[config.mk]
export PLATFORM = sky130hd
export DESIGN_NAME = amf0_object_parser_flat
export DESIGN_NICKNAME = d
export VERILOG_FILES = /design/src/rtl/a0p_pkg.sv /design/src/rtl/a0p_req_if.sv /design/src/rtl/a0p_rsp_if.sv /design/src/rtl/amf0_object_parser.sv /design/src/flat_wrapper.sv
export SDC_FILE = /design/constraint.sdc
export NUM_CORES = 1
export LEC_CHECK = 0
export BUFFER_PORTS_ARGS = -buffer_cell sky130_fd_sc_hd__buf_2
export CAP_MARGIN = 25
export CORE_ASPECT_RATIO = 0.6
export CORE_MARGIN = 2
export CORE_UTILIZATION = 40
export CTS_CLUSTER_DIAMETER = 30
export DETAILED_ROUTE_END_ITERATION = 8
export PLACE_DENSITY = 0.67
export SLEW_MARGIN = 20
export SYNTH_ARGS = -nofsm -noshare
export SYNTH_HDL_FRONTEND = slang
export SYNTH_SLANG_ARGS = --single-unit
[constraint.sdc]
create_clock -name clock -period 7.3 [get_ports clock]
set_input_delay 0 -clock clock [delete_from_list [all_inputs] [get_ports clock]]
set_output_delay 0 -clock clock [all_outputs]
set_load 0.01 [all_outputs]
[src/rtl/a0p_pkg.sv]
// Package for the AMF0 object parser: item types, parse phases and code constants.
// Depends on nothing; every other file of the parser depends on it.
package a0p_pkg;

   localparam int unsigned MAX_PAIRS = 32;

   localparam logic [7:0] MK_NUMBER  = 8'h00;
   localparam logic [7:0] MK_BOOLEAN = 8'h01;
   localparam logic [7:0] MK_STRING  = 8'h02;
   localparam logic [7:0] MK_OBJECT  = 8'h03;
   localparam logic [7:0] MK_MIXED   = 8'h08;
   localparam logic [7:0] MK_LONGSTR = 8'h0C;

   localparam logic [31:0] ARRAY_END_BYTES = 32'd3;

   localparam logic [3:0] KIND_CONTAINER = 4'd0;
   localparam logic [3:0] KIND_COUNT     = 4'd1;
   localparam logic [3:0] KIND_KEYLEN    = 4'd2;
   localparam logic [3:0] KIND_KEY       = 4'd3;
   localparam logic [3:0] KIND_VALTYPE   = 4'd4;
   localparam logic [3:0] KIND_NUMBER    = 4'd5;
   localparam logic [3:0] KIND_BOOL      = 4'd6;
   localparam logic [3:0] KIND_STRLEN    = 4'd7;
   localparam logic [3:0] KIND_STR       = 4'd8;
   localparam logic [3:0] KIND_END       = 4'd9;
   localparam logic [3:0] KIND_IGNORED   = 4'd10;

   localparam logic [2:0] VT_NONE    = 3'd0;
   localparam logic [2:0] VT_NUMBER  = 3'd1;
   localparam logic [2:0] VT_BOOLEAN = 3'd2;
   localparam logic [2:0] VT_STRING  = 3'd3;
   localparam logic [2:0] VT_LONGSTR = 3'd4;

   localparam logic [1:0] ERR_NONE      = 2'd0;
   localparam logic [1:0] ERR_CONTAINER = 2'd1;
   localparam logic [1:0] ERR_VALTYPE   = 2'd2;

   typedef enum logic [3:0] {
      PH_IDLE    = 4'd0,
      PH_COUNT   = 4'd1,
      PH_KEYLEN  = 4'd2,
      PH_KEY     = 4'd3,
      PH_VALTYPE = 4'd4,
      PH_NUMBER  = 4'd5,
      PH_BOOL    = 4'd6,
      PH_STRLEN  = 4'd7,
      PH_STR     = 4'd8,
      PH_END     = 4'd9
   } phase_type;

   typedef struct packed {
      logic [7:0] in_byte;
      logic       start_req;
   } req_type;

   typedef struct packed {
      logic [3:0]  kind;
      logic [31:0] pair_index;
      logic [2:0]  vtype;
      logic [7:0]  data_byte;
      logic [63:0] number_bits;
      logic        boolean_value;
      logic [31:0] length;
      logic        item_done;
      logic        stored;
      logic [1:0]  error;
      logic        last;
      logic [31:0] bytes_used;
   } rsp_type;

endpackage

[src/rtl/a0p_req_if.sv]
// Input channel of the AMF0 object parser: one stream byte per item.
// Depends on a0p_pkg for the payload type.
interface a0p_req_if;
   logic             valid;
   logic             ready;
   a0p_pkg::req_type payload;

   modport source (output valid, output payload, input ready);
   modport sink (input valid, input payload, output ready);
endinterface

[src/rtl/a0p_rsp_if.sv]
// Result channel of the AMF0 object parser: one classified byte per item.
// Depends on a0p_pkg for the payload type.
interface a0p_rsp_if;
   logic             valid;
   logic             ready;
   a0p_pkg::rsp_type payload;

   modport source (output valid, output payload, input ready);
   modport sink (input valid, input payload, output ready);
endinterface

[src/rtl/amf0_object_parser.sv]
// AMF0 object and mixed array parser: classifies one stream byte per item.
// Depends on a0p_pkg, a0p_req_if and a0p_rsp_if.
//
//   channel    direction  payload                       handshake
//   req_chan   in         in_byte, start_req            valid/ready
//   rsp_chan   out        kind ... bytes_used (rsp)     valid/ready
//
// Every accepted byte yields exactly one result item, registered and valid in the next cycle.
// A new byte is accepted in every cycle in which the result register is empty
// or is being emptied, so the sustained rate is one byte per cycle.
// The parse state and the result register sit in one stage; the next-state and
// result logic between them is a few 32-bit compares, shifts, increments and decrements.
// Synchronous reset returns the parser to idle and empties the result register.
module amf0_object_parser (
   input  logic  clock,
   input  logic  reset,
   a0p_req_if.sink   req_chan,
   a0p_rsp_if.source rsp_chan
);
   import a0p_pkg::*;

   phase_type   phase_ff, phase_in;
   logic        container_is_array_ff, container_is_array_in;
   logic [31:0] field_remaining_ff, field_remaining_in;
   logic [31:0] length_accum_ff, length_accum_in;
   logic [63:0] number_accum_ff, number_accum_in;
   logic [31:0] pairs_left_ff, pairs_left_in;
   logic [31:0] pair_count_ff, pair_count_in;
   logic [2:0]  vtype_ff, vtype_in;
   logic [31:0] byte_total_ff, byte_total_in;

   logic        rsp_valid_ff, rsp_valid_in;
   rsp_type     rsp_data_ff, rsp_data_in;

   logic        accept;
   logic [7:0]  b;
   logic        start;
   logic        active;
   logic        field_last;
   logic [31:0] field_dec;
   logic [31:0] len_shift;
   logic [63:0] num_shift;
   logic [31:0] pairs_dec;
   logic        do_finish;
   logic        pair_byte;

   assign req_chan.ready   = !reset && (!rsp_valid_ff || rsp_chan.ready);
   assign accept           = req_chan.valid && req_chan.ready;
   assign rsp_chan.valid   = rsp_valid_ff;
   assign rsp_chan.payload = rsp_data_ff;

   assign b          = req_chan.payload.in_byte;
   assign start      = req_chan.payload.start_req;
   assign active     = (phase_ff != PH_IDLE);
   assign field_last = (field_remaining_ff <= 32'd1);
   assign field_dec  = field_last ? 32'd0 : field_remaining_ff - 32'd1;
   assign len_shift  = {length_accum_ff[23:0], b};
   assign num_shift  = {number_accum_ff[55:0], b};
   assign pairs_dec  = pairs_left_ff - 32'd1;

   // Next parse state.
   always_comb begin
      phase_in              = phase_ff;
      container_is_array_in = container_is_array_ff;
      field_remaining_in    = field_remaining_ff;
      length_accum_in       = length_accum_ff;
      number_accum_in       = number_accum_ff;
      pairs_left_in         = pairs_left_ff;
      pair_count_in         = pair_count_ff;
      vtype_in              = vtype_ff;
      byte_total_in         = byte_total_ff;
      do_finish             = 1'b0;
      if (start) begin
         byte_total_in   = 32'd1;
         pair_count_in   = 32'd0;
         pairs_left_in   = 32'd0;
         vtype_in        = VT_NONE;
         length_accum_in = 32'd0;
         number_accum_in = 64'd0;
         if (b == MK_OBJECT) begin
            container_is_array_in = 1'b0;
            phase_in              = PH_KEYLEN;
            field_remaining_in    = 32'd2;
         end else if (b == MK_MIXED) begin
            container_is_array_in = 1'b1;
            phase_in              = PH_COUNT;
            field_remaining_in    = 32'd4;
         end else begin
            phase_in = PH_IDLE;
         end
      end else if (active) begin
         byte_total_in = byte_total_ff + 32'd1;
         case (phase_ff)
            PH_COUNT: begin
               length_accum_in    = len_shift;
               field_remaining_in = field_dec;
               if (field_last) begin
                  pairs_left_in = len_shift;
                  if (len_shift == 32'd0) begin
                     phase_in           = PH_END;
                     field_remaining_in = ARRAY_END_BYTES;
                  end else begin
                     phase_in           = PH_KEYLEN;
                     field_remaining_in = 32'd2;
                     length_accum_in    = 32'd0;
                  end
               end
            end
            PH_KEYLEN: begin
               length_accum_in    = len_shift;
               field_remaining_in = field_dec;
               if (field_last) begin
                  if (len_shift == 32'd0) begin
                     if (container_is_array_ff) begin
                        phase_in = PH_VALTYPE;
                     end else begin
                        phase_in           = PH_END;
                        field_remaining_in = 32'd1;
                     end
                  end else begin
                     phase_in           = PH_KEY;
                     field_remaining_in = len_shift;
                  end
               end
            end
            PH_KEY: begin
               field_remaining_in = field_dec;
               if (field_last) begin
                  phase_in = PH_VALTYPE;
               end
            end
            PH_VALTYPE: begin
               number_accum_in = 64'd0;
               length_accum_in = 32'd0;
               case (b)
                  MK_NUMBER: begin
                     vtype_in           = VT_NUMBER;
                     phase_in           = PH_NUMBER;
                     field_remaining_in = 32'd8;
                  end
                  MK_BOOLEAN: begin
                     vtype_in           = VT_BOOLEAN;
                     phase_in           = PH_BOOL;
                     field_remaining_in = 32'd1;
                  end
                  MK_STRING: begin
                     vtype_in           = VT_STRING;
                     phase_in           = PH_STRLEN;
                     field_remaining_in = 32'd2;
                  end
                  MK_LONGSTR: begin
                     vtype_in           = VT_LONGSTR;
                     phase_in           = PH_STRLEN;
                     field_remaining_in = 32'd4;
                  end
                  default: begin
                     vtype_in = VT_NONE;
                     phase_in = PH_IDLE;
                  end
               endcase
            end
            PH_NUMBER: begin
               number_accum_in    = num_shift;
               field_remaining_in = field_dec;
               do_finish          = field_last;
            end
            PH_BOOL: begin
               do_finish = 1'b1;
            end
            PH_STRLEN: begin
               length_accum_in    = len_shift;
               field_remaining_in = field_dec;
               if (field_last) begin
                  if (len_shift == 32'd0) begin
                     do_finish = 1'b1;
                  end else begin
                     phase_in           = PH_STR;
                     field_remaining_in = len_shift;
                  end
               end
            end
            PH_STR: begin
               field_remaining_in = field_dec;
               do_finish          = field_last;
            end
            PH_END: begin
               field_remaining_in = field_dec;
               if (field_last) begin
                  phase_in = PH_IDLE;
               end
            end
            default: begin
               phase_in = PH_IDLE;
            end
         endcase
         if (do_finish) begin
            pair_count_in = pair_count_ff + 32'd1;
            vtype_in      = VT_NONE;
            if (container_is_array_ff) begin
               pairs_left_in = pairs_dec;
            end
            if (container_is_array_ff && (pairs_dec == 32'd0)) begin
               phase_in           = PH_END;
               field_remaining_in = ARRAY_END_BYTES;
            end else begin
               phase_in           = PH_KEYLEN;
               field_remaining_in = 32'd2;
               length_accum_in    = 32'd0;
            end
         end
      end else begin
         phase_in = PH_IDLE;
      end
   end

   // Result item for the byte on the input.
   always_comb begin
      rsp_data_in = '0;
      rsp_data_in.kind = KIND_IGNORED;
      pair_byte = 1'b0;
      if (start) begin
         rsp_data_in.kind = KIND_CONTAINER;
         if ((b != MK_OBJECT) && (b != MK_MIXED)) begin
            rsp_data_in.error = ERR_CONTAINER;
            rsp_data_in.last  = 1'b1;
         end
      end else if (active) begin
         rsp_data_in.pair_index = pair_count_ff;
         case (phase_ff)
            PH_COUNT: begin
               rsp_data_in.kind      = KIND_COUNT;
               rsp_data_in.item_done = field_last;
               rsp_data_in.length    = field_last ? len_shift : 32'd0;
            end
            PH_KEYLEN: begin
               rsp_data_in.kind      = KIND_KEYLEN;
               rsp_data_in.item_done = field_last;
               rsp_data_in.length    = field_last ? len_shift : 32'd0;
               pair_byte = !(field_last && (len_shift == 32'd0) && !container_is_array_ff);
            end
            PH_KEY: begin
               rsp_data_in.kind      = KIND_KEY;
               rsp_data_in.data_byte = b;
               rsp_data_in.item_done = field_last;
               pair_byte = 1'b1;
            end
            PH_VALTYPE: begin
               rsp_data_in.kind = KIND_VALTYPE;
               pair_byte = 1'b1;
               case (b)
                  MK_NUMBER:  rsp_data_in.vtype = VT_NUMBER;
                  MK_BOOLEAN: rsp_data_in.vtype = VT_BOOLEAN;
                  MK_STRING:  rsp_data_in.vtype = VT_STRING;
                  MK_LONGSTR: rsp_data_in.vtype = VT_LONGSTR;
                  default: begin
                     rsp_data_in.vtype = VT_NONE;
                     rsp_data_in.error = ERR_VALTYPE;
                     rsp_data_in.last  = 1'b1;
                  end
               endcase
            end
            PH_NUMBER: begin
               rsp_data_in.kind        = KIND_NUMBER;
               rsp_data_in.vtype       = vtype_ff;
               rsp_data_in.item_done   = field_last;
               rsp_data_in.number_bits = field_last ? num_shift : 64'd0;
               pair_byte = 1'b1;
            end
            PH_BOOL: begin
               rsp_data_in.kind          = KIND_BOOL;
               rsp_data_in.vtype         = vtype_ff;
               rsp_data_in.boolean_value = (b != 8'd0);
               rsp_data_in.item_done     = 1'b1;
               pair_byte = 1'b1;
            end
            PH_STRLEN: begin
               rsp_data_in.kind      = KIND_STRLEN;
               rsp_data_in.vtype     = vtype_ff;
               rsp_data_in.item_done = field_last;
               rsp_data_in.length    = field_last ? len_shift : 32'd0;
               pair_byte = 1'b1;
            end
            PH_STR: begin
               rsp_data_in.kind      = KIND_STR;
               rsp_data_in.vtype     = vtype_ff;
               rsp_data_in.data_byte = b;
               rsp_data_in.item_done = field_last;
               pair_byte = 1'b1;
            end
            PH_END: begin
               rsp_data_in.kind = KIND_END;
               rsp_data_in.last = field_last;
            end
            default: begin
               rsp_data_in.kind = KIND_IGNORED;
            end
         endcase
      end
      rsp_data_in.stored     = pair_byte && (pair_count_ff < 32'(MAX_PAIRS));
      rsp_data_in.bytes_used = rsp_data_in.last ? byte_total_in : 32'd0;
   end

   assign rsp_valid_in = accept || (rsp_valid_ff && !rsp_chan.ready);

   always_ff @(posedge clock) begin
      if (reset) begin
         phase_ff              <= PH_IDLE;
         container_is_array_ff <= 1'b0;
         field_remaining_ff    <= 32'd0;
         length_accum_ff       <= 32'd0;
         number_accum_ff       <= 64'd0;
         pairs_left_ff         <= 32'd0;
         pair_count_ff         <= 32'd0;
         vtype_ff              <= VT_NONE;
         byte_total_ff         <= 32'd0;
         rsp_valid_ff          <= 1'b0;
      end else begin
         rsp_valid_ff <= rsp_valid_in;
         if (accept) begin
            phase_ff              <= phase_in;
            container_is_array_ff <= container_is_array_in;
            field_remaining_ff    <= field_remaining_in;
            length_accum_ff       <= length_accum_in;
            number_accum_ff       <= number_accum_in;
            pairs_left_ff         <= pairs_left_in;
            pair_count_ff         <= pair_count_in;
            vtype_ff              <= vtype_in;
            byte_total_ff         <= byte_total_in;
         end
      end
   end

   always_ff @(posedge clock) begin
      if (accept) begin
         rsp_data_ff <= rsp_data_in;
      end
   end

   // An item that ends or aborts the container leaves the parser idle.
   a_last_goes_idle: assert property (@(posedge clock) disable iff (reset)
      accept && rsp_data_in.last |=> phase_ff == PH_IDLE)
      else $error("parser not idle after a final item");

   // Every error result also ends the container.
   a_error_is_last: assert property (@(posedge clock) disable iff (reset)
      rsp_valid_ff && (rsp_data_ff.error != ERR_NONE) |-> rsp_data_ff.last)
      else $error("error result without last");

   // The input side only stalls while a result is held back.
   a_stall_cause: assert property (@(posedge clock) disable iff (reset)
      !req_chan.ready |-> rsp_valid_ff && !rsp_chan.ready)
      else $error("input stalled without a held result");

   // Every accepted byte produces a result in the next cycle.
   a_accept_result: assert property (@(posedge clock) disable iff (reset)
      accept |=> rsp_valid_ff)
      else $error("accepted byte gave no result");

   // Only bytes of a key-value pair can be marked as stored.
   a_stored_kind: assert property (@(posedge clock) disable iff (reset)
      rsp_valid_ff && rsp_data_ff.stored |->
         (rsp_data_ff.kind == KIND_KEYLEN) || (rsp_data_ff.kind == KIND_KEY) ||
         (rsp_data_ff.kind == KIND_VALTYPE) || (rsp_data_ff.kind == KIND_NUMBER) ||
         (rsp_data_ff.kind == KIND_BOOL) || (rsp_data_ff.kind == KIND_STRLEN) ||
         (rsp_data_ff.kind == KIND_STR))
      else $error("stored flag on a byte outside a pair");

endmodule

[src/flat_wrapper.sv]
// flat-port wrapper written by rule: the top's interface ports become plain ports
module amf0_object_parser_flat import a0p_pkg::*;
  (clock, reset, req_chan_valid, req_chan_payload, req_chan_ready, rsp_chan_valid, rsp_chan_payload, rsp_chan_ready);
  a0p_req_if req_chan_i ();
  a0p_rsp_if rsp_chan_i ();
  input  logic clock;
  input  logic reset;
  input wire logic [$bits(req_chan_i.valid)-1:0] req_chan_valid;
  input wire logic [$bits(req_chan_i.payload)-1:0] req_chan_payload;
  output wire logic [$bits(req_chan_i.ready)-1:0] req_chan_ready;
  output wire logic [$bits(rsp_chan_i.valid)-1:0] rsp_chan_valid;
  output wire logic [$bits(rsp_chan_i.payload)-1:0] rsp_chan_payload;
  input wire logic [$bits(rsp_chan_i.ready)-1:0] rsp_chan_ready;
  assign req_chan_i.valid = req_chan_valid;
  assign req_chan_i.payload = req_chan_payload;
  assign req_chan_ready = req_chan_i.ready;
  assign rsp_chan_valid = rsp_chan_i.valid;
  assign rsp_chan_payload = rsp_chan_i.payload;
  assign rsp_chan_i.ready = rsp_chan_ready;
  amf0_object_parser u_core (.clock(clock), .reset(reset), .req_chan(req_chan_i), .rsp_chan(rsp_chan_i));
endmodule
# Word level (Yosys, flattened, before mapping)
# Index checks and enable logic that the tools add are counted.
# totals
elab_cells,194
output_inout_bits,183
regBits,406
# op_classes
add_sub_neg,4
n_bitwise,6
muxes,85
order_cmp,2
reduce_logical,49
eq_ne,25
# op_table
cell,count
$mux W32,31
$pmux W32 S5,1
$mux W145,1
$mux W64,2
$pmux W32 S4,1
$mux W56,2
$pmux W56 S2,1
$pmux W32 S3,1
$add A32 B1 Y32 const B,2
$logic_not A32 Y1,2
$sub A32 B1 Y32 const B,2
$mux W4,14
$pmux W4 S9,1
$le A32 B1 Y1 const B,1
$lt A32 B6 Y1 const B,1
$ne A5 B5 Y1 const B,6
$pmux W4 S7,1
$mux W3,7
$reduce_or A4 Y1,5
$eq A4 B3 Y1 const B,4
$eq A8 B2 Y1 const B,2
$eq A8 B4 Y1 const B,2
$mux W1,12
$pmux W3 S4,1
other kinds (32),68

# Depth between registers and ports, before layout
# Gate-level depths: netlist of run 1.
# logic_depth
ltp_word,9
ltp_mapped,13

# Worst setup path before layout of run 1
# Ideal clock, no wire load.
# synth_path
path_type,reg-to-reg
startpoint,"register u_core.rsp_valid_ff, in the netlist u_core.rsp_chan.valid"
endpoint,register u_core.length_accum_ff[14]
n_path_buf,1
period_less_slack_ps,6763
path_slack_ps,537
required_ps,7183
setup_time_ps,117
t_arrival_ps,6646
path_stages_with_launch,11
cell_sequence,dfxtp_1 nor2b_1 nor2_1 nand2_1 clkinv_1 nand2_1 nor2_1 a21oi_1 nand2_1 clkbuf_1 a22o_1
# synth_between
elab_chain_cells,5
# synth_rtl
item,line,rtl
from (decl),amf0_object_parser.sv:32,"logic rsp_valid_ff, rsp_valid_in;"
from (signal assigned),amf0_object_parser.sv:318,rsp_valid_ff <= rsp_valid_in;
$logic_not A1 Y1,amf0_object_parser.sv:47,assign req_chan.ready = !reset && (!rsp_valid_ff || rsp_chan.ready);
$logic_or A1 B1 Y1,amf0_object_parser.sv:47,
$logic_and A1 B1 Y1,amf0_object_parser.sv:47,
net req_chan_ready,flat_wrapper.sv:10,output wire logic [$bits(req_chan_i.ready)-1:0] req_chan_ready;
$logic_and A1 B1 Y1,amf0_object_parser.sv:48,assign accept = req_chan.valid && req_chan.ready;
net u_core.accept,amf0_object_parser.sv:35,logic accept;
$reduce_and A2 Y1 (no source line),-,
to (signal assigned),amf0_object_parser.sv:323,length_accum_ff <= length_accum_in;
to (decl),amf0_object_parser.sv:25,"logic [31:0] length_accum_ff, length_accum_in;"
# The timed path passes the listed nets, and every way through them passes these cells.
# A chain may end at the register's enable or synchronous reset.

# Worst setup path in the final report of run 1
# layout_path
startpoint,register u_core.field_remaining_ff[16]
endpoint,register u_core.pairs_left_ff[19]
# layout_between
elab_chain_cells,8
elab_cells_between_ends,11
# layout_rtl
item,line,rtl
from (decl),amf0_object_parser.sv:24,"logic [31:0] field_remaining_ff, field_remaining_in;"
from (signal assigned),amf0_object_parser.sv:322,field_remaining_ff <= field_remaining_in;
$le A32 B1 Y1 (*),amf0_object_parser.sv:55,assign field_last = (field_remaining_ff <= 32'd1);
$mux W1,amf0_object_parser.sv:173,if (field_last) begin
$pmux W1 S3,amf0_object_parser.sv:93,case (phase_ff)
$mux W1,amf0_object_parser.sv:91,end else if (active) begin
$mux W1,amf0_object_parser.sv:73,if (start) begin
$mux W32 (*),amf0_object_parser.sv:196,if (do_finish) begin
$mux W32 (*),amf0_object_parser.sv:91,
$mux W32 (*),amf0_object_parser.sv:73,
to (signal assigned),amf0_object_parser.sv:325,pairs_left_ff <= pairs_left_in;
to (decl),amf0_object_parser.sv:27,"logic [31:0] pairs_left_ff, pairs_left_in;"
# Mark *: on every way between the ends. The rest lies on a longest branch, timed or not. The select of a mux whose other input is x is not followed.

==> qor.yml, run 1 <==
timing:
  rsz0062_at_grt: "no"
  tightestPinTransition_ns: 1.10
  total_neg_setup_slack_ns: 0
  fin_crit_sh: 0.612
  clock.fmax_ghz: 0.224
  final-setup-viol-count: 0
  hold_violations: 0
  post-route-worst-setup-slack_ns: 2.83
  timing.max_slew.rel_slack: 0.264
  final_period_minus_worst_setup_slack_ns: 4.47
  fin_skew_ns: 0.0275
  report.final.slew_viol_count: 0
logic_synthesis:
  synth-edff-count: 181
  yosysWarnings: 0
  synthesis.area_sq_um: 18900
  synth_top_cells_by_area: "edfxtp_1 29%, dfxtp_1 23%, a21oi_1 4.1%"
  postSynth.topFlopCell: "dfxtp_1"
  synth-seq-area-share: 0.517
  number_of_nets_in_the_synthesized_netlist: 2063
  avg_cell_area_syn_sq_um: 9.25
  synthCells: 2044
  async_reset_ff_frac: 0
  number_of_distinct_library_cells_after_synthesis: 79
  synth_largest_area_cell: "edfxtp_1"
  synth-seq-cells: 398
  synthDominantCellAreaShare: 0.287
flow_run:
  maxCapViolations: 0
clocking:
  postCtsHoldBufs: 13
  post_cts_resize_count: 0
  cts_root_buffer: "clkbuf_16"
  cts.sinks: 398
  cts_made_buffers: 59
  clkTransAtPathRegs_ns: 0.06
  clock_tree.buffer_depth: 3
  htree_num_levels: 2
  post-cts-setup-buffer-count: 0
  clock_latency_ns: 0.61
  clock_tree_from_tritoncts: "yes"
placement:
  dp_hpwl_microns: 40100
  pre_cts_slack_ns: 2.97
  post-place-cells: 2750
  gp_routability_congestion: 1.00
  io_buffer_count: 195
die:
  floorplan.die.width_microns: 285
  rows: 61
  core_area_sq_um: 46500
  overall_die_height_microns: 172
  number_of_placed_i_o_pins: 196
  starting_utilization_of_the_core_area: 0.407
  fp.dieArea_sq_um: 49100
route:
  drt_first_pass_iters: 7
  drtIter0Drc: 2047
  via_per_inst: 5.81
  post_detailed_route_wirelength_per_cell_microns: 20.5
  vias: 16700
  drcViolationCount: 0
  postRouteAntennaNets: 0
  totalWireLength_microns: 58900
power_and_ir_drop:
  power.static_leakage_nw: 8.10
  power.share.combinational: 0.059
  sw_frac_of_total: 0.247
  internal_power_of_the_cells_w: 0.00422
  post-layout-total-power_w: 0.00560
  power.sequential.fraction: 0.426
  pwr-share-clk: 0.515
  ir_drop_v: 0.000181
  switching_power_w: 0.00138
  power_density_nw_per_um2: 248
layout:
  finalNonFillerCells: 2878
  layout_commonest_cell: "dfxtp_1"
  final_cell_mix: "217 x dfxtp_1, 199 x nand2_1, 194 x buf_2"
  fraction_of_layout_cells_with_a_size_suffix_above_1: 0.168
  design.final.nets: 2214
  area_growth_syn_to_layout_pct: 19.5
  post-route-util: 0.486
setup_path:
  cp_max_fo: 17
  critPathSlowestCell: "a21oi_2"
  worstSetupStartpointType: "register"
  cpLargestDelayFamily: "simple AND/OR/NAND/NOR gates"
  required_ns: 7.76
  crit_arrival_ns: 4.93
  setup.worst_path.end_class: "register"
  worstPathBufferInverterCount: 0
  crit_path_frequent_cell: "o21ai_1"
  setup.worst_path.class: "register to register"
  critical_path.cell_chain: "or4_4, or4_1, and4b_1, o21ai_1, a21oi_2, o21ai_1, a221oi_1, nor3_1"
  cp_slowest_stage_delay_ns: 0.91
grt:
  global_route.overflow_total: 0
  grt_first_pass_wirelength_microns: 90400
  globalRouteTotalUtil: 0.233
  first_global_vias: 15400
  grt_start_max_net_pins: 99
  number_of_antenna_violations_at_the_first_check_in_global_routing: 4
outcome:
  outcome: "finished clean"
hold_path:
  classification_of_the_worst_slack_hold_path: "input pin to register"
==> per-layer routing <==
metal,wire (microns),global-route usage,part of all wire
met3,6430,0.0624,0.11
met5,26,0,0.00044
met4,1200,0.0565,0.020
met1,27600,0.352,0.47
met2,23700,0.325,0.40
==> layout make-up <==
cell class | instances | area, sq um
Multi-Input combinational cell | 1454 | 8400
Clock inverter | 45 | 522
Fill cell | 4295 | 23900
Clock buffer | 67 | 1530
Tap cell | 630 | 788
Timing Repair Buffer | 240 | 1420
Sequential cell | 398 | 9780
Inverter | 42 | 165
Antenna cell | 2 | 5.00
==> Yosys cell counts (all sizes together), types with 25 or more instances <==
| cell | number |
|---|---|
| nand4 | 32 |
| nor4 | 58 |
| nand2 | 199 |
| buf | 32 |
| edfxtp | 181 |
| a22o | 25 |
| and3 | 35 |
| clkbuf | 118 |
| a21oi | 156 |
| nor2 | 182 |
| and2 | 103 |
| inv | 39 |
| or3 | 36 |
| xor2 | 31 |
| o21ai | 119 |
| dfxtp | 217 |
| xnor2 | 55 |
| nor3 | 69 |
| nand3 | 132 |
==> flip-flops by register name, indices dropped and copies added (netlist names), 4 cells and up <==
signal,flops
u_core.rsp_chan.payload,181
u_core.number_accum_ff,56
u_core.byte_total_ff,32
u_core.field_remaining_ff,32
u_core.pair_count_ff,32
u_core.pairs_left_ff,32
u_core.length_accum_ff,24
u_core.phase_ff,4
==> final timing paths <==
check / from / to / slack [ns] / cells past startpoint
worst max register to register: u_core.field_remaining_ff[16]$_SDFFE_PP0P_ / u_core.pairs_left_ff[19]$_SDFFE_PP0P_ / 2.83 / 8
worst min-delay path: rsp_chan_ready / u_core.byte_total_ff[14]$_SDFFE_PP0P_ / 0.19 / 6
worst max-delay path: u_core.field_remaining_ff[16]$_SDFFE_PP0P_ / u_core.pairs_left_ff[19]$_SDFFE_PP0P_ / 2.83 / 8
worst min register to register: u_core.number_accum_ff[53]$_SDFFE_PP0P_ / u_core.number_accum_ff[53]$_SDFFE_PP0P_ / 0.45 / 2
==> power groups by stage <==
stage | clock [W] | sequential, W | combinational, W
final | 0.00288 | 0.00238 | 0.000330
after global routing | 0.00303 | 0.00239 | 0.000355
after CTS | 0.00292 | 0.00239 | 0.000323
after detailed placement | 0 | 0.00243 | 0.000317
after global placement | 0 | 0.00243 | 0.000311
after floorplan | 0 | 0.00246 | 0.000177
==> metrics by stage <==
step                hold slack [ns]  instance area [sq um]
floorplan                     0.121                  18900
global placement              0.230                  20300
detailed placement            0.245                  20400
CTS                           0.137                  22600
global route                  0.190                  22600
finish                        0.186                  22600
==> worst reg2reg max path: stages (launching register included) <==
cell and delay [ns]:
dfxtp_1 0.36, or4_4 0.58, or4_1 0.71, and4b_1 0.70, o21ai_1 0.34, a21oi_2 0.91
o21ai_1 0.32, a221oi_1 0.33, nor3_1 0.09
==> logic make-up (layout without fill, tap and decap cells) <==
group | count (synthesis) | in the layout | synth area share
mux | 3 | 3 | 0.00159
buf+inv | 192 | 394 | 0.0425
compound gates | 447 | 447 | 0.149
xor+xnor | 86 | 86 | 0.0398
other cells | 0 | 2 | 0
simple gates | 912 | 912 | 0.246
fa+ha+maj | 6 | 6 | 0.00397
flops | 398 | 398 | 0.517
(Power assumes the default switching activity.)
==> run 2, diff against run 1 <==
- PLACE_DENSITY: 0.67 -> 0.69
- clock period: 7.3 -> 4.03 ns (I/O delays scaled with it)
==> run 2 against run 1 <==
First-iteration DRC count is 5.4% lower. Clock power is 94% higher. Via count is 1.9% higher. Clock-buffer cell count is 26 higher. Highest routed layer is now met4.
==> qor.yml, run 2 (synthesized netlist as in run 1, its figures left out) <==
timing:
  final-setup-viol-count: 0  # unchanged
  timing.max_slew.rel_slack: 0.327  # +0.0628
  fin_skew_ns: 0.0242  # -0.00332 ns
  tightestPinTransition_ns: 1.00  # -0.102 ns
  fin_crit_sh: 0.966  # +0.354
  report.final.slew_viol_count: 0  # unchanged
  rsz0062_at_grt: "no"
  hold_violations: 0  # unchanged
  fin_hold_ws_ns: 0.0235  # -0.162 ns
  total_neg_setup_slack_ns: 0  # unchanged
  clock.fmax_ghz: 0.257  # +15%
  final_period_minus_worst_setup_slack_ns: 3.89  # -0.577 ns
placement:
  dp_hpwl_microns: 42100  # +5.0%
  dpl_cell_area_sq_um: 20700  # +1.4%
  io_buffer_count: 195  # unchanged
  gp_routability_congestion: 0.992  # -1.0%
power_and_ir_drop:
  pwr-share-clk: 0.532  # +0.017
  sw_frac_of_total: 0.234  # -0.0134
  switching_power_w: 0.00246  # +78%
  ir_drop_v: 0.000293  # +62%
  power_density_nw_per_um2: 458  # +85%
  internal_power_of_the_cells_w: 0.00807  # +91%
  post-layout-total-power_w: 0.0105  # +88%
  power.static_leakage_nw: 8.35  # +3.1%
  power.sequential.fraction: 0.410  # -0.016
  power.share.combinational: 0.058  # about the same
layout:
  multi_input_comb_area_sq_um: 8400  # unchanged
  fillers: 4298  # +0.070%
  antenna-diode-count: 0  # -2
  layout_commonest_cell: "dfxtp_1"
  fraction_of_layout_cells_with_a_size_suffix_above_1: 0.180  # +0.0118
  final_cell_mix: "217 x dfxtp_1, 198 x nand2_1, 194 x buf_2"
  design.final.nets: 2254  # +1.8%
  largest_register_ff_count: 181  # unchanged
  area_growth_syn_to_layout_pct: 21.6
  finalInstanceArea_sq_um: 23000  # +1.8%
  sequential_cell_area_sq_um: 9780  # unchanged
die:
  number_of_placed_i_o_pins: 196  # unchanged
  floorplan.die.width_microns: 285  # unchanged
  core_area_sq_um: 46500  # unchanged
  fp.dieArea_sq_um: 49100  # unchanged
  starting_utilization_of_the_core_area: 0.407  # unchanged
  overall_die_height_microns: 172  # unchanged
  rows: 61  # unchanged
route:
  postRouteAntennaNets: 0  # unchanged
  drt_first_pass_iters: 8  # +1
  via_per_inst: 5.84  # +0.49%
  drtIter0Drc: 1936  # -5.4%
  totalWireLength_microns: 61300  # +4.1%
  post_detailed_route_wirelength_per_cell_microns: 21.0  # +2.7%
  drcViolationCount: 0  # unchanged
  vias: 17000  # +1.9%
grt:
  grt_start_max_net_pins: 74  # -25%
  globalRouteMet1Util: 0.349  # -0.00347
  first_global_vias: 15900  # +3.2%
  number_of_antenna_violations_at_the_first_check_in_global_routing: 0  # -4
  grt_first_pass_wirelength_microns: 93400  # +3.4%
  global_route.overflow_total: 0  # unchanged
  groute.layer.met3.usage: 0.0894  # +0.0270
  globalRouteTotalUtil: 0.245  # +0.0115
  grt_busiest_layer: "met1"
  grt_use_met2: 0.338  # +0.0134
clocking:
  clock_latency_ns: 0.59  # -0.02 ns
  clock_tree.buffer_depth: 3  # unchanged
  post_cts_resize_count: 0  # unchanged
  cts.sinks: 398  # unchanged
  cts_made_buffers: 66  # +12%
  cts_root_buffer: "clkbuf_16"
  htree_num_levels: 3  # +1
  clock_tree_from_tritoncts: "yes"
  clkTransAtPathRegs_ns: 0.05  # about the same
setup_path:
  setup.worst_path.end_class: "register"
  critical_path.reg2reg.startpoint: "u_core.pairs_left_ff[15]$_SDFFE_PP0P_"
  end_point_of_the_critical_path: "u_core.length_accum_ff[3]$_SDFFE_PP0P_"
  ff2ff_setup_slack_ns: 0.14  # -2.69 ns
  setup.worst_path.class: "register to register"
  required_ns: 4.54  # -3.22 ns
  worstSetupStartpointType: "register"
  cp-startpoint: "u_core.pairs_left_ff[15]$_SDFFE_PP0P_"
  cp_max_fo: 21  # +4
  crit_arrival_ns: 4.41  # -0.52 ns
  r2r_cells: 9  # +1
  r2r_end: "u_core.length_accum_ff[3]$_SDFFE_PP0P_"
hold_path:
  classification_of_the_worst_slack_hold_path: "input pin to register"
  worst_hold_startpoint: "reset"
outcome:
  outcome: "finished clean"
flow_run:
  maxCapViolations: 0  # unchanged
## run 2: critical path: stages (launching register included)
cell     delay [ns]
dfxtp_1        0.39
or4_4          0.55
or4_1          0.57
or3_1          0.44
xnor2_1        0.18
or4_1          0.47
or4_4          0.65
a21oi_4        0.24
buf_12         0.19
a22o_1         0.13
## run 2: how the worst min path moves through the flow
stage	end	depth (start not counted)
floorplan	u_core.rsp_chan.valid$_SDFF_PP0_	2
global placement	u_core.rsp_chan.valid$_SDFF_PP0_	3
detailed placement	u_core.rsp_chan.valid$_SDFF_PP0_	3
CTS	u_core.rsp_chan.payload[180]$_SDFFCE_PP0P_	2
global route	u_core.pairs_left_ff[11]$_SDFFE_PP0P_	3
finish	u_core.pairs_left_ff[11]$_SDFFE_PP0P_	3
## run 2: per-stage QoR
step / std cells / setup WS [ns] / util
after floorplan: 2044 / 0.462 / -
after global placement: 2787 / 0.254 / 0.444
after detailed placement: 2787 / 0.175 / 0.445
after CTS: 2918 / 0.159 / 0.495
after global routing: 2918 / 0.00574 / 0.495
final: 2918 / 0.136 / 0.495
## run 2: area by class of cell
| type | count | share of cell area |
|---|---|---|
| Multi-Input combinational cell | 1454 | 0.365 |
| Inverter | 42 | 0.00718 |
| Timing Repair Buffer | 273 | 0.0713 |
| Clock buffer | 93 | 0.0830 |
| Clock inverter | 28 | 0.0138 |
| Sequential cell | 398 | 0.425 |
| Tap cell | 630 | 0.0343 |
## run 2: timing repair
item | in CTS | in global routing
endpoints found under the hold margin | 42 | 0
hold buffers | 10 | 0
buffers inserted | 0 | 0
endpoints found under the setup margin | 0 | 10
## run 2: power by group through the flow
stage | sequential, W | combinational (W) | clock (W)
6_report | 0.00432 | 0.000610 | 0.00560
4_1_cts | 0.00432 | 0.000600 | 0.00568
2_1_floorplan | 0.00444 | 0.000321 | 0
3_3_place_gp | 0.00440 | 0.000584 | 0
3_5_place_dp | 0.00440 | 0.000590 | 0
5_1_grt | 0.00433 | 0.000658 | 0.00587
## run 2: layer usage
layer	routed length [microns]	up-vias
met5	0	-
met4	1410	0
met3	7470	91
met2	24700	888
met1	27800	8244
li1	-	7824
